$ cat src/hdl/pfla_pkg.sv
// Shared types and constants for the page free-list allocator.
// Used by pfla_ctrl, pfla_dp and the page_free_list_allocator top level.
// No dependencies.
package pfla_pkg;

   // Sizing
   localparam int MAX_PAGES = 1024;
   localparam int PAGE_W    = $clog2(MAX_PAGES);
   localparam int CNT_W     = PAGE_W + 1;
   localparam int IDX_W     = 12;
   localparam int LINK_W    = 12;

   // Link word codes
   localparam logic [LINK_W-1:0] LINK_USED = {{(LINK_W-1){1'b1}}, 1'b0};
   localparam logic [LINK_W-1:0] LINK_END  = {LINK_W{1'b1}};

   typedef enum logic [2:0] {
      OP_ALLOC   = 3'd0,
      OP_DISPOSE = 3'd1,
      OP_GET     = 3'd2,
      OP_NEXT    = 3'd3,
      OP_PREV    = 3'd4,
      OP_FLUSH   = 3'd5
   } opcode_type;

   typedef enum logic [2:0] {
      ST_OK           = 3'd0,
      ST_CLOSED       = 3'd1,
      ST_INVALID      = 3'd2,
      ST_ALREADY_FREE = 3'd3,
      ST_NOT_IN_USE   = 3'd4,
      ST_NONE_FOUND   = 3'd5,
      ST_FULL         = 3'd6
   } status_type;

   // Link memory read address source
   typedef enum logic [1:0] {
      RD_NONE,
      RD_HEAD,
      RD_PAGE,
      RD_SCAN
   } rdsel_type;

   // State update applied when an operation finishes
   typedef enum logic [2:0] {
      ACT_NONE,
      ACT_POP,
      ACT_EXTEND,
      ACT_PUSH,
      ACT_CLEAN
   } act_type;

   // Source of the reported page number
   typedef enum logic [2:0] {
      PG_ZERO,
      PG_HEAD,
      PG_HW,
      PG_REQ,
      PG_PEND
   } pgsel_type;

   typedef struct packed {
      logic [2:0]              opcode;
      logic signed [IDX_W-1:0] page_index;
   } req_type;

   typedef struct packed {
      logic [PAGE_W-1:0] result_page;
      logic [2:0]        status;
      logic [CNT_W-1:0]  page_count;
      logic              header_dirty;
   } rsp_type;

   // Controller to datapath
   typedef struct packed {
      logic       load;
      rdsel_type  rd_sel;
      logic       scan_init;
      logic       finish;
      act_type    act;
      status_type status;
      pgsel_type  pg_sel;
   } cmd_type;

   // Datapath to controller
   typedef struct packed {
      logic [2:0] op;
      logic       open;
      logic       page_ok;
      logic       next_ok;
      logic       prev_ok;
      logic       head_ok;
      logic       full;
      logic       link_used;
      logic       scan_hit;
      logic       scan_end;
   } flags_type;

endpackage

$ cat src/hdl/pfla_ctrl.sv
// Sequencing state machine for the page free-list allocator.
// Decodes each request beat, drives datapath commands, owns the handshakes.
// Depends on pfla_pkg.
module pfla_ctrl import pfla_pkg::*; (
   input  logic      clock,
   input  logic      reset,
   input  logic      req_valid,
   output logic      req_ready,
   output logic      rsp_valid,
   input  logic      rsp_ready,
   input  flags_type flags,
   output cmd_type   cmd
);

   typedef enum logic [2:0] {
      S_IDLE,
      S_DECODE,
      S_LOOKUP,
      S_SCAN,
      S_RESP
   } state_type;

   state_type state_ff, state_in;

   // Handshakes follow the state
   assign req_ready = (state_ff == S_IDLE);
   assign rsp_valid = (state_ff == S_RESP);

   // Next state and commands
   always_comb begin
      state_in      = state_ff;
      cmd.load      = 1'b0;
      cmd.rd_sel    = RD_NONE;
      cmd.scan_init = 1'b0;
      cmd.finish    = 1'b0;
      cmd.act       = ACT_NONE;
      cmd.status    = ST_OK;
      cmd.pg_sel    = PG_ZERO;
      case (state_ff)
         S_IDLE: begin
            if (req_valid) begin
               cmd.load = 1'b1;
               state_in = S_DECODE;
            end
         end
         S_DECODE: begin
            if (!flags.open) begin
               cmd.finish = 1'b1;
               cmd.status = ST_CLOSED;
               state_in   = S_RESP;
            end else begin
               case (flags.op)
                  OP_ALLOC: begin
                     if (flags.head_ok) begin
                        cmd.rd_sel = RD_HEAD;
                        state_in   = S_LOOKUP;
                     end else if (flags.full) begin
                        cmd.finish = 1'b1;
                        cmd.status = ST_FULL;
                        state_in   = S_RESP;
                     end else begin
                        cmd.finish = 1'b1;
                        cmd.act    = ACT_EXTEND;
                        cmd.pg_sel = PG_HW;
                        state_in   = S_RESP;
                     end
                  end
                  OP_DISPOSE, OP_GET: begin
                     if (flags.page_ok) begin
                        cmd.rd_sel = RD_PAGE;
                        state_in   = S_LOOKUP;
                     end else begin
                        cmd.finish = 1'b1;
                        cmd.status = ST_INVALID;
                        state_in   = S_RESP;
                     end
                  end
                  OP_NEXT, OP_PREV: begin
                     if ((flags.op == OP_NEXT) ? flags.next_ok : flags.prev_ok) begin
                        cmd.scan_init = 1'b1;
                        state_in      = S_SCAN;
                     end else begin
                        cmd.finish = 1'b1;
                        cmd.status = ST_INVALID;
                        state_in   = S_RESP;
                     end
                  end
                  OP_FLUSH: begin
                     cmd.finish = 1'b1;
                     cmd.act    = ACT_CLEAN;
                     state_in   = S_RESP;
                  end
                  default: begin
                     cmd.finish = 1'b1;
                     cmd.status = ST_INVALID;
                     state_in   = S_RESP;
                  end
               endcase
            end
         end
         S_LOOKUP: begin
            // Link word of the target page is in the read register
            cmd.finish = 1'b1;
            state_in   = S_RESP;
            case (flags.op)
               OP_ALLOC: begin
                  cmd.act    = ACT_POP;
                  cmd.pg_sel = PG_HEAD;
               end
               OP_DISPOSE: begin
                  if (flags.link_used) begin
                     cmd.act    = ACT_PUSH;
                     cmd.pg_sel = PG_REQ;
                  end else begin
                     cmd.status = ST_ALREADY_FREE;
                  end
               end
               OP_GET: begin
                  if (flags.link_used) begin
                     cmd.pg_sel = PG_REQ;
                  end else begin
                     cmd.status = ST_NOT_IN_USE;
                  end
               end
               default: begin
                  cmd.status = ST_INVALID;
               end
            endcase
         end
         S_SCAN: begin
            // One link read issued per cycle, checked in the next cycle
            cmd.rd_sel = RD_SCAN;
            if (flags.scan_hit) begin
               cmd.finish = 1'b1;
               cmd.pg_sel = PG_PEND;
               state_in   = S_RESP;
            end else if (flags.scan_end) begin
               cmd.finish = 1'b1;
               cmd.status = ST_NONE_FOUND;
               state_in   = S_RESP;
            end
         end
         S_RESP: begin
            if (rsp_ready) begin
               state_in = S_IDLE;
            end
         end
         default: begin
            state_in = S_IDLE;
         end
      endcase
   end

   // State register
   always_ff @(posedge clock) begin
      if (reset) begin
         state_ff <= S_IDLE;
      end else begin
         state_ff <= state_in;
      end
   end

endmodule

$ cat config.mk
export PLATFORM = sky130hd
export DESIGN_NAME = pfla_ctrl
export DESIGN_NICKNAME = d
export VERILOG_FILES = /design/src/hdl/pfla_pkg.sv /design/src/hdl/pfla_ctrl.sv
export SDC_FILE = /design/constraint.sdc
export NUM_CORES = 1
export LEC_CHECK = 0
export ABC_AREA = 1
export BUFFER_PORTS_ARGS = -buffer_cell sky130_fd_sc_hd__buf_4
export CAP_MARGIN = 30
export CORE_UTILIZATION = 40
export DETAILED_ROUTE_END_ITERATION = 7
export PLACE_DENSITY_LB_ADDON = 0.12
export SLEW_MARGIN = 0
export SYNTH_ARGS = -nofsm -noshare
export SYNTH_HDL_FRONTEND = slang
export SYNTH_SLANG_ARGS = --single-unit
$ cat constraint.sdc
create_clock -name clock -period 2.28 [get_ports clock]
set_input_delay 0 -clock clock [delete_from_list [all_inputs] [get_ports clock]]
set_output_delay 0 -clock clock [all_outputs]
set_load 0.05 [all_outputs]
==> results of run 1 <==
## logic make-up (layout without fill, tap and decap cells)
| logic type | after synthesis | count (layout) | share of synthesized area |
|---|---|---|---|
| DFF | 3 | 3 | 0.109 |
| AOI/OAI and AO/OA | 12 | 12 | 0.159 |
| and+or+nand+nor | 59 | 59 | 0.582 |
| buffers and inverters | 19 | 53 | 0.150 |
## placed cells by master, fill, tap and decap left out, drive strengths merged
cell,n
o211ai,1
nor3,2
buf,31
o311ai,2
o21ai,4
nand4,6
nand2,21
o31ai,1
nor4,1
or2,1
inv,17
dlygate4sd3,1
nor2,17
a21oi,4
nand3b,2
dfxtp,3
nand3,9
clkbuf,4
## stage by stage
step / setup WS, ps / power, W / util / instances
floorplan: 114 / 0.000229 / - / 93
global placement: 1030 / 0.000295 / 0.610 / 137
detailed placement: 959 / 0.000298 / 0.610 / 137
CTS: 701 / 0.000396 / 0.638 / 142
global route: 523 / 0.000424 / 0.638 / 142
finish: 695 / 0.000394 / 0.638 / 142
## metal layers
layer | routed length, µm | track usage
met2 | 639 | 0.313
met4 | 8 | 0.0517
met5 | 0 | 0
met1 | 682 | 0.287
met3 | 115 | 0.0694
## area by class of cell
| class | count | area share |
|---|---|---|
| Multi-Input combinational cell | 71 | 0.498 |
| Timing Repair Buffer | 32 | 0.296 |
| Inverter | 17 | 0.0779 |
| Sequential cell | 3 | 0.0733 |
| Tap cell | 15 | 0.0229 |
| Clock buffer | 4 | 0.0321 |
## power groups by stage
stage / Combinational, W / Sequential (W) / Clock [W]
finish: 0.000231 / 0.0000680 / 0.0000951
floorplan: 0.000162 / 0.0000668 / 0
CTS: 0.000231 / 0.0000675 / 0.0000975
global route: 0.000249 / 0.0000691 / 0.000105
global placement: 0.000227 / 0.0000682 / 0
detailed placement: 0.000229 / 0.0000683 / 0
## how the worst max path moves through the flow
stage,startpoint,to,slack (ps),cells after the start
finish,state_ff[1],cmd[5],690,5
global route,state_ff[1],cmd[5],520,5
CTS,state_ff[1],cmd[5],700,5
detailed placement,state_ff[1],cmd[5],960,5
global placement,state_ff[1],cmd[5],1030,5
floorplan,state_ff[2],cmd[8],110,5
## worst min-delay path: cells and delay by family
kind / cells / cell delay, ps
buffers and inverters: 1 / 80
AOI/OAI and AO/OA: 1 / 70
and+or+nand+nor: 2 / 170
## timing repair
| action | in CTS | in global routing |
|---|---|---|
| resized for setup | 0 | 0 |
| hold endpoints to repair | 2 | 0 |
| hold buffers | 1 | 0 |
| buffers inserted | 0 | 0 |
==> flow_summary_export.csv, run 1 <==
group,metric,value,unit
outcome,status,"finished, final reports clean",
sta,rsz0062_at_grt,"false",
grt,antenna_found_initial,0,
finish,drive_above_1_share,0.409,
synthesis,ys_async_sr_fraction,0,
worst_hold_path,hold_path.class,"in2reg",
synthesis,syn_nets,109,
clocking,clk_path_buf_depth,2,
synthesis,synth_most_common_cell,"nand2_1",
pwr,p_per_area,481,mW/mm²
detailed_routing,route.detailed.drc,0,
synthesis,seq_area_frac_synth,0.109,
clocking,cts_tree,"done",
grt,grtUsageTotal,0.210,
die,core-area,0.00128,mm²
clocking,insertion_delay,240,ps
die,start_util,0.428,
pwr,combPwrFrac,0.586,
pwr,p_switching,0.000192,W
finish,seq_area,60.1,µm²
grt,grt_pass1_wl,2170,µm
detailed_routing,num_vias,701,
sta,setup_tns,0,ps
worst_setup_path,worstPathArrival,1590,ps
synthesis,synth_area_per_cell,5.92,µm²
sta,layout_min_cycle_time,1590,ps
synthesis,syn-cell-area,551,µm²
sta,post-route-period-util,0.695,
worst_setup_path,r2r_end,"state_ff[0]",
sta,finalSetupViolCount,0,
sta,clock_skew,3.61,ps
detailed_routing,first_iter_violations,12,
worst_setup_path,r2r_slack,1000,ps
detailed_routing,drtAntennaViolNets,0,
worst_setup_path,startpoint_type,"flop",
clocking,numCtsBuffers,3,
grt,grt_pass1_vias,553,
worst_setup_path,reg2reg_depth,7,
clocking,clkSinkCount,3,
clocking,htree_levels,1,
sta,relSlewSlack,0.790,
run,cap_viol_max_count,0,
pwr,clockPowerShare,0.241,
pwr,seqPwrFrac,0.172,
worst_hold_path,holdPathEnd,"state_ff[0]",
finish,fill_cells,105,
finish,largest_register_ffs,3,
finish,n_antenna_cell,0,
worst_setup_path,critical_path.max_fanout,5,
grt,grt_max_degree,10,
place,place_hpwl,1210,µm
synthesis,yosys-top-cells-area,"dfxtp_1 11%, nand2_1 11%, inv_1 10%",
synthesis,yosysTopAreaCellShare,0.109,
detailed_routing,wl_per_cell,10.2,µm
worst_setup_path,worstPathCellList,"inv_1, nor3_2, inv_1, o311ai_1, buf_4",
die,die_h,39.1,µm
sta,fmax,0.631,GHz
place,gp_congestion,0.783,
worst_setup_path,slowest_delay,370,ps
worst_hold_path,holdPathStages,4,
finish,largestRegisters,"state_ff x3",
place,dpl_cell_area,783,µm²
pwr,p_sw_frac,0.487,
worst_hold_path,hp-start,"flags[0]",
worst_setup_path,critPathRequiredTime,2280,ps
worst_setup_path,critical_path.endpoint_type,"output pin",
worst_setup_path,cp_top_family,"buffers and inverters",
die,die_w,39.1,µm
place,portBuffers,31,
worst_setup_path,path_buf_inv,3,
worst_setup_path,path_class,"reg2out",
die,io_pins,32,
clocking,clkSlewWorstSetupHoldPaths,40,ps
finish,largest-register,"state_ff",
synthesis,ys_types,27,
finish,multi_input_area,408,µm²
synthesis,synth_common_cells,"16 x nand2_1, 15 x inv_1, 11 x nor2_1",
sta,final_max_slew_viol_count,0,
worst_setup_path,crit_slowest_cell,"dfxtp_1",
detailed_routing,vias_per_cell,4.94,
sta,tightestPinTransition,313,ps
pwr,p_int,0.000202,W
finish,syn_to_final_growth,48.9,%
die,die_area,0.00153,mm²
synthesis,synthCells,93,
pwr,p_leak,0.427,nW
finish,post-route-cell-area,820,µm²
synthesis,yosys.area.top_type,"dfxtp_1",
clocking,clockRootBuffer,"clkbuf_4",
detailed_routing,drt_first_pass_iters,4,
worst_setup_path,timing.rr.start,"state_ff[2]",
finish,fin_nets,144,
synthesis,synth-warning-count,0,
synthesis,ys_ff_latch,3,
detailed_routing,wl,1450,µm
grt,grt-ovfl-total,0,
synthesis,ys.flop_type,"dfxtp_1",
worst_setup_path,crit_top_cell,"inv_1",
pwr,peakVddDrop,0.418,mV
synthesis,synth_edf_count,0,
die,num_rows,13,
sta,hold_viol_final,0,
sta,whs,131,ps
Note: power is estimated with default switching activity, not from simulation.
==> inputs of run 2 (changes only) <==
- CORE_UTILIZATION: 40 -> 38
- clock period: 2.28 -> 1.3 ns (I/O delays scaled with it)
==> flow_summary_export.csv, run 2 (synthesis gave the netlist of run 1 again) <==
group,metric,value,unit
finish,largestRegisters,"state_ff x3",
finish,final_common_cell,"buf_4",
worst_setup_path,r2r_slack,-90,ps
sta,relSlewSlack,0.817,
detailed_routing,drt_first_pass_iters,4,
clocking,clockRootBuffer,"clkbuf_4",
detailed_routing,wl_per_cell,14.8,µm
worst_setup_path,timing.rr.start,"state_ff[1]",
clocking,htree_levels,1,
worst_hold_path,hp-start,"flags[1]",
detailed_routing,drtAntennaViolNets,0,
sta,layout_min_cycle_time,1470,ps
worst_setup_path,path_class,"reg2out",
sta,fmax,0.682,GHz
clocking,clkSlewWorstSetupHoldPaths,30,ps
worst_setup_path,r2r_end,"state_ff[0]",
grt,grt_pass1_vias,587,
grt,grt_pass1_wl,2410,µm
sta,clock_skew,7.56,ps
finish,largest-register,"state_ff",
sta,fin_ws,-166,ps
clocking,numCtsBuffers,3,
worst_setup_path,critical_path.endpoint_type,"output pin",
grt,grtUsageTotal,0.218,
die,die_w,40.1,µm
die,num_rows,13,
detailed_routing,route.detailed.drc,0,
finish,drive_above_1_share,0.642,
place,place_hpwl,1430,µm
die,io_pins,32,
sta,finalSetupViolCount,16,
finish,utilization,0.839,
die,die_h,40.1,µm
worst_hold_path,holdPathEnd,"state_ff[0]",
die,core-area,0.00132,mm²
worst_setup_path,startpoint_type,"flop",
finish,largest_register_ffs,3,
pwr,p_per_area,764,mW/mm²
die,die_area,0.00160,mm²
detailed_routing,num_vias,840,
sta,tightestPinTransition,275,ps
grt,antenna_found_initial,0,
worst_setup_path,critPathRequiredTime,1300,ps
sta,hold_viol_final,0,
grt,grt-ovfl-total,0,
die,start_util,0.418,
finish,fin_nets,154,
clocking,insertion_delay,240,ps
worst_setup_path,worstPathArrival,1470,ps
sta,whs,182,ps
pwr,peakVddDrop,0.704,mV
sta,final_max_slew_viol_count,0,
place,gp_congestion,0.842,
worst_hold_path,hold_path.class,"in2reg",
finish,syn_to_final_growth,101,%
pwr,p_leak,0.545,nW
finish,n_antenna_cell,0,
clocking,clk_path_buf_depth,2,
finish,final_cell_mix,"27 x buf_4, 13 x nand2_1, 13 x buf_6",
sta,post-route-period-util,1.13,
detailed_routing,first_iter_violations,20,
sta,rsz0062_at_grt,"true",
clocking,cts_tree,"done",
worst_setup_path,critical_path.max_fanout,4,
clocking,clkSinkCount,3,
detailed_routing,wl,2250,µm
run,cap_viol_max_count,0,
detailed_routing,vias_per_cell,5.53,
place,portBuffers,31,
outcome,violations,"setup timing",
outcome,status,"finished, violations left",
worst_hold_path,holdPathStages,4,
worst_setup_path,reg2reg_depth,8,
grt,grt_max_degree,10,
==> run 2: layout make-up <==
class | count | area, µm²
Sequential cell | 3 | 71.3
Timing Repair Buffer | 42 | 374
Tap cell | 15 | 18.8
Multi-Input combinational cell | 71 | 543
Inverter | 17 | 71.3
Clock buffer | 4 | 26.3
Fill cell | 80 | 213
==> run 2: where the power goes <==
part | total [W] | switching, W | internal, W
Combinational | 0.000551 | 0.000342 | 0.000209
Sequential | 0.000129 | 0.0000215 | 0.000107
Clock | 0.000165 | 0.0000497 | 0.000115
==> run 2: how the worst max path moves through the flow <==
stage	startpoint	to	slack, ps
3_5_place_dp	state_ff[1]	cmd[7]	30
2_1_floorplan	state_ff[2]	cmd[11]	-310
6_report	state_ff[0]	cmd[5]	-170
5_1_grt	state_ff[0]	cmd[5]	-200
3_3_place_gp	state_ff[1]	cmd[7]	70
4_1_cts	state_ff[0]	cmd[4]	-170
==> run 2: routing by layer <==
layer  GRT usage  wire, µm  up-vias
li1            -         -      395
met1       0.277       816      384
met2       0.403      1220       57
met3      0.0167       189        4
met4      0.0259        21        0
met5           0         0        -
==> run 2: critical path, stage by stage (launching register included) <==
cell      delay, ps
dfxtp_4         350
buf_6           120
nor3_4          150
buf_4           160
inv_4            40
o311ai_4        210
buf_6           190
==> run 2: per-stage QoR <==
stage	TNS, ps	setup WS, ps	area [µm²]	instances	power [W]
2_1_floorplan	-1260	-314	633	93	0.000431
3_3_place_gp	0	68.1	896	141	0.000575
3_5_place_dp	0	25.1	896	141	0.000583
4_1_cts	-971	-171	987	147	0.000766
5_1_grt	-2140	-203	1100	152	0.000877
6_report	-1480	-166	1100	152	0.000844
==> run 2: repair_timing <==
item	in CTS	in global routing
hold buffers	1	0
hold endpoints to repair	2	0
pin swaps	4	6
gates resized for setup	15	24
setup endpoints to repair	13	13
buffers inserted	1	5
==> inputs of run 3 (changes only) <==
- CORE_UTILIZATION: 38 -> 40
- clock period: 1.3 -> 1.8 ns (I/O delays scaled with it)
==> flow_summary_export.csv, run 3 (synthesis gave the netlist of run 1 again) <==
group,metric,value,unit
outcome,status,"finished, final reports clean",
worst_setup_path,slowest_delay,380,ps
finish,final_cell_mix,"31 x buf_4, 16 x nand2_1, 15 x inv_1",
worst_setup_path,worstPathArrival,1550,ps
clocking,htree_levels,1,
die,die_area,0.00153,mm²
worst_setup_path,timing.rr.start,"state_ff[2]",
place,portBuffers,31,
die,die_w,39.1,µm
worst_hold_path,hp-start,"flags[0]",
worst_setup_path,worstSetupPathDepth,5,
place,gp_congestion,0.850,
sta,layout_min_cycle_time,1550,ps
worst_setup_path,r2r_slack,540,ps
clocking,clkSlewWorstSetupHoldPaths,40,ps
detailed_routing,highest_layer,"met3",
finish,largestRegisters,"state_ff x3",
worst_setup_path,critPathRequiredTime,1800,ps
detailed_routing,wl_per_cell,10.3,µm
finish,drive_above_1_share,0.433,
worst_setup_path,path_buf_inv,3,
pwr,p_int,0.000256,W
clocking,clkSinkCount,3,
worst_setup_path,path_class,"reg2out",
grt,antenna_found_initial,0,
grt,grt_max_degree,10,
detailed_routing,met2_length,671,µm
place,place_hpwl,1220,µm
sta,tightestPinTransition,307,ps
sta,hold_viol_final,0,
pwr,clockPowerShare,0.238,
die,num_rows,13,
detailed_routing,drt_first_pass_iters,4,
pwr,p_sw_frac,0.486,
finish,final_common_cell,"buf_4",
worst_setup_path,critical_path.endpoint,"cmd[5]",
detailed_routing,routedLengthMet1,664,µm
worst_setup_path,worstPathCellList,"inv_1, nor3_2, inv_1, o311ai_2, buf_4",
sta,post-route-period-util,0.862,
finish,largest-register,"state_ff",
worst_setup_path,crit_slowest_cell,"dfxtp_1",
die,io_pins,32,
die,die_h,39.1,µm
worst_setup_path,r2r_end,"state_ff[0]",
worst_setup_path,startpoint_type,"flop",
detailed_routing,wl,1460,µm
clocking,numCtsBuffers,3,
detailed_routing,first_iter_violations,20,
worst_hold_path,hold_path.class,"in2reg",
clocking,clockRootBuffer,"clkbuf_4",
sta,rsz0062_at_grt,"false",
worst_setup_path,critical_path.endpoint_type,"output pin",
grt,grtUsageTotal,0.210,
pwr,p_switching,0.000242,W
clocking,holdBufCountCts,1,
finish,largest_register_ffs,3,
detailed_routing,drtAntennaViolNets,0,
detailed_routing,num_vias,725,
finish,fin_nets,144,
sta,setup_tns,0,ps
sta,final_max_slew_viol_count,0,
worst_setup_path,cp_top_family,"buffers and inverters",
die,start_util,0.428,
pwr,p_leak,0.431,nW
pwr,power,0.000499,W
worst_setup_path,reg2reg_depth,7,
detailed_routing,route.detailed.drc,0,
pwr,p_per_area,595,mW/mm²
clocking,cts_tree,"done",
worst_setup_path,crit_top_cell,"inv_1",
sta,clock_skew,5.00,ps
grt,grt_pass1_vias,573,
detailed_routing,wl_met3,121,µm
clocking,postCtsSetupBuffers,0,
sta,fmax,0.644,GHz
worst_setup_path,critical_path.max_fanout,5,
die,core-area,0.00128,mm²
sta,relSlewSlack,0.795,
pwr,peakVddDrop,0.524,mV
sta,finalSetupViolCount,0,
finish,syn_to_final_growth,52.3,%
grt,grt_pass1_wl,2270,µm
detailed_routing,vias_per_cell,5.11,
pwr,seqPwrFrac,0.171,
clocking,insertion_delay,230,ps
clocking,post_cts_resized,0,
grt,grt-ovfl-total,0,
run,cap_viol_max_count,0,
worst_setup_path,crit_path_start,"state_ff[1]",
clocking,clk_path_buf_depth,2,
pwr,combPwrFrac,0.591,
finish,n_antenna_cell,0,
-- run 3: changes by cell type in the layout (fill, tap and decap cells not counted), sizes merged --
cell  previous run  this run
buf             41        31
-- run 3: power by group through the flow --
stage / combinational, W / clock [W] / sequential, W
6_report: 0.000295 / 0.000118 / 0.0000854
5_1_grt: 0.000318 / 0.000127 / 0.0000872
4_1_cts: 0.000295 / 0.000122 / 0.0000854
3_5_place_dp: 0.000293 / 0 / 0.0000866
3_3_place_gp: 0.000290 / 0 / 0.0000865
2_1_floorplan: 0.000208 / 0 / 0.0000846
-- run 3: worst min-delay path by stage --
stage,to,slack [ps],depth (start not counted)
3_3_place_gp,state_ff[0],170,2
6_report,state_ff[0],130,4
5_1_grt,state_ff[0],140,4
2_1_floorplan,state_ff[0],60,1
4_1_cts,state_ff[0],120,4
3_5_place_dp,state_ff[0],180,2
-- run 3: stage by stage --
| step | setup slack [ps] | cell area [µm²] | hold WS (ps) | util | cells |
|---|---|---|---|---|---|
| 2_1_floorplan | 10.7 | 569 | 62.4 | - | 93 |
| 3_3_place_gp | 542 | 802 | 175 | 0.624 | 137 |
| 3_5_place_dp | 497 | 802 | 178 | 0.624 | 137 |
| 4_1_cts | 247 | 838 | 121 | 0.652 | 142 |
| 5_1_grt | 101 | 838 | 143 | 0.652 | 142 |
| 6_report | 248 | 838 | 133 | 0.652 | 142 |
-- run 3: worst reg2reg max path, stage by stage (launching register included) --
cell	delay (ps)
dfxtp_1	350
inv_2	80
nand3_1	100
nor2_1	270
nand4_1	160
nand2_1	80
nand2_1	60
a21oi_2	100
-- run 3: area by class of cell --
cell class / count / area, µm²
fill: 125 / 447
multi-input combinational: 71 / 427
timing repair buffer: 32 / 243
inverter: 17 / 63.8
sequential: 3 / 60.1
clock buffer: 4 / 26.3
tap: 15 / 18.8
-- run 3: routing by layer --
layer  global-route usage  vias up
met5                    0        -
met4               0.0259        0
met3               0.0520        0
met2                0.338       34
met1                0.288      315
li1                     -      376
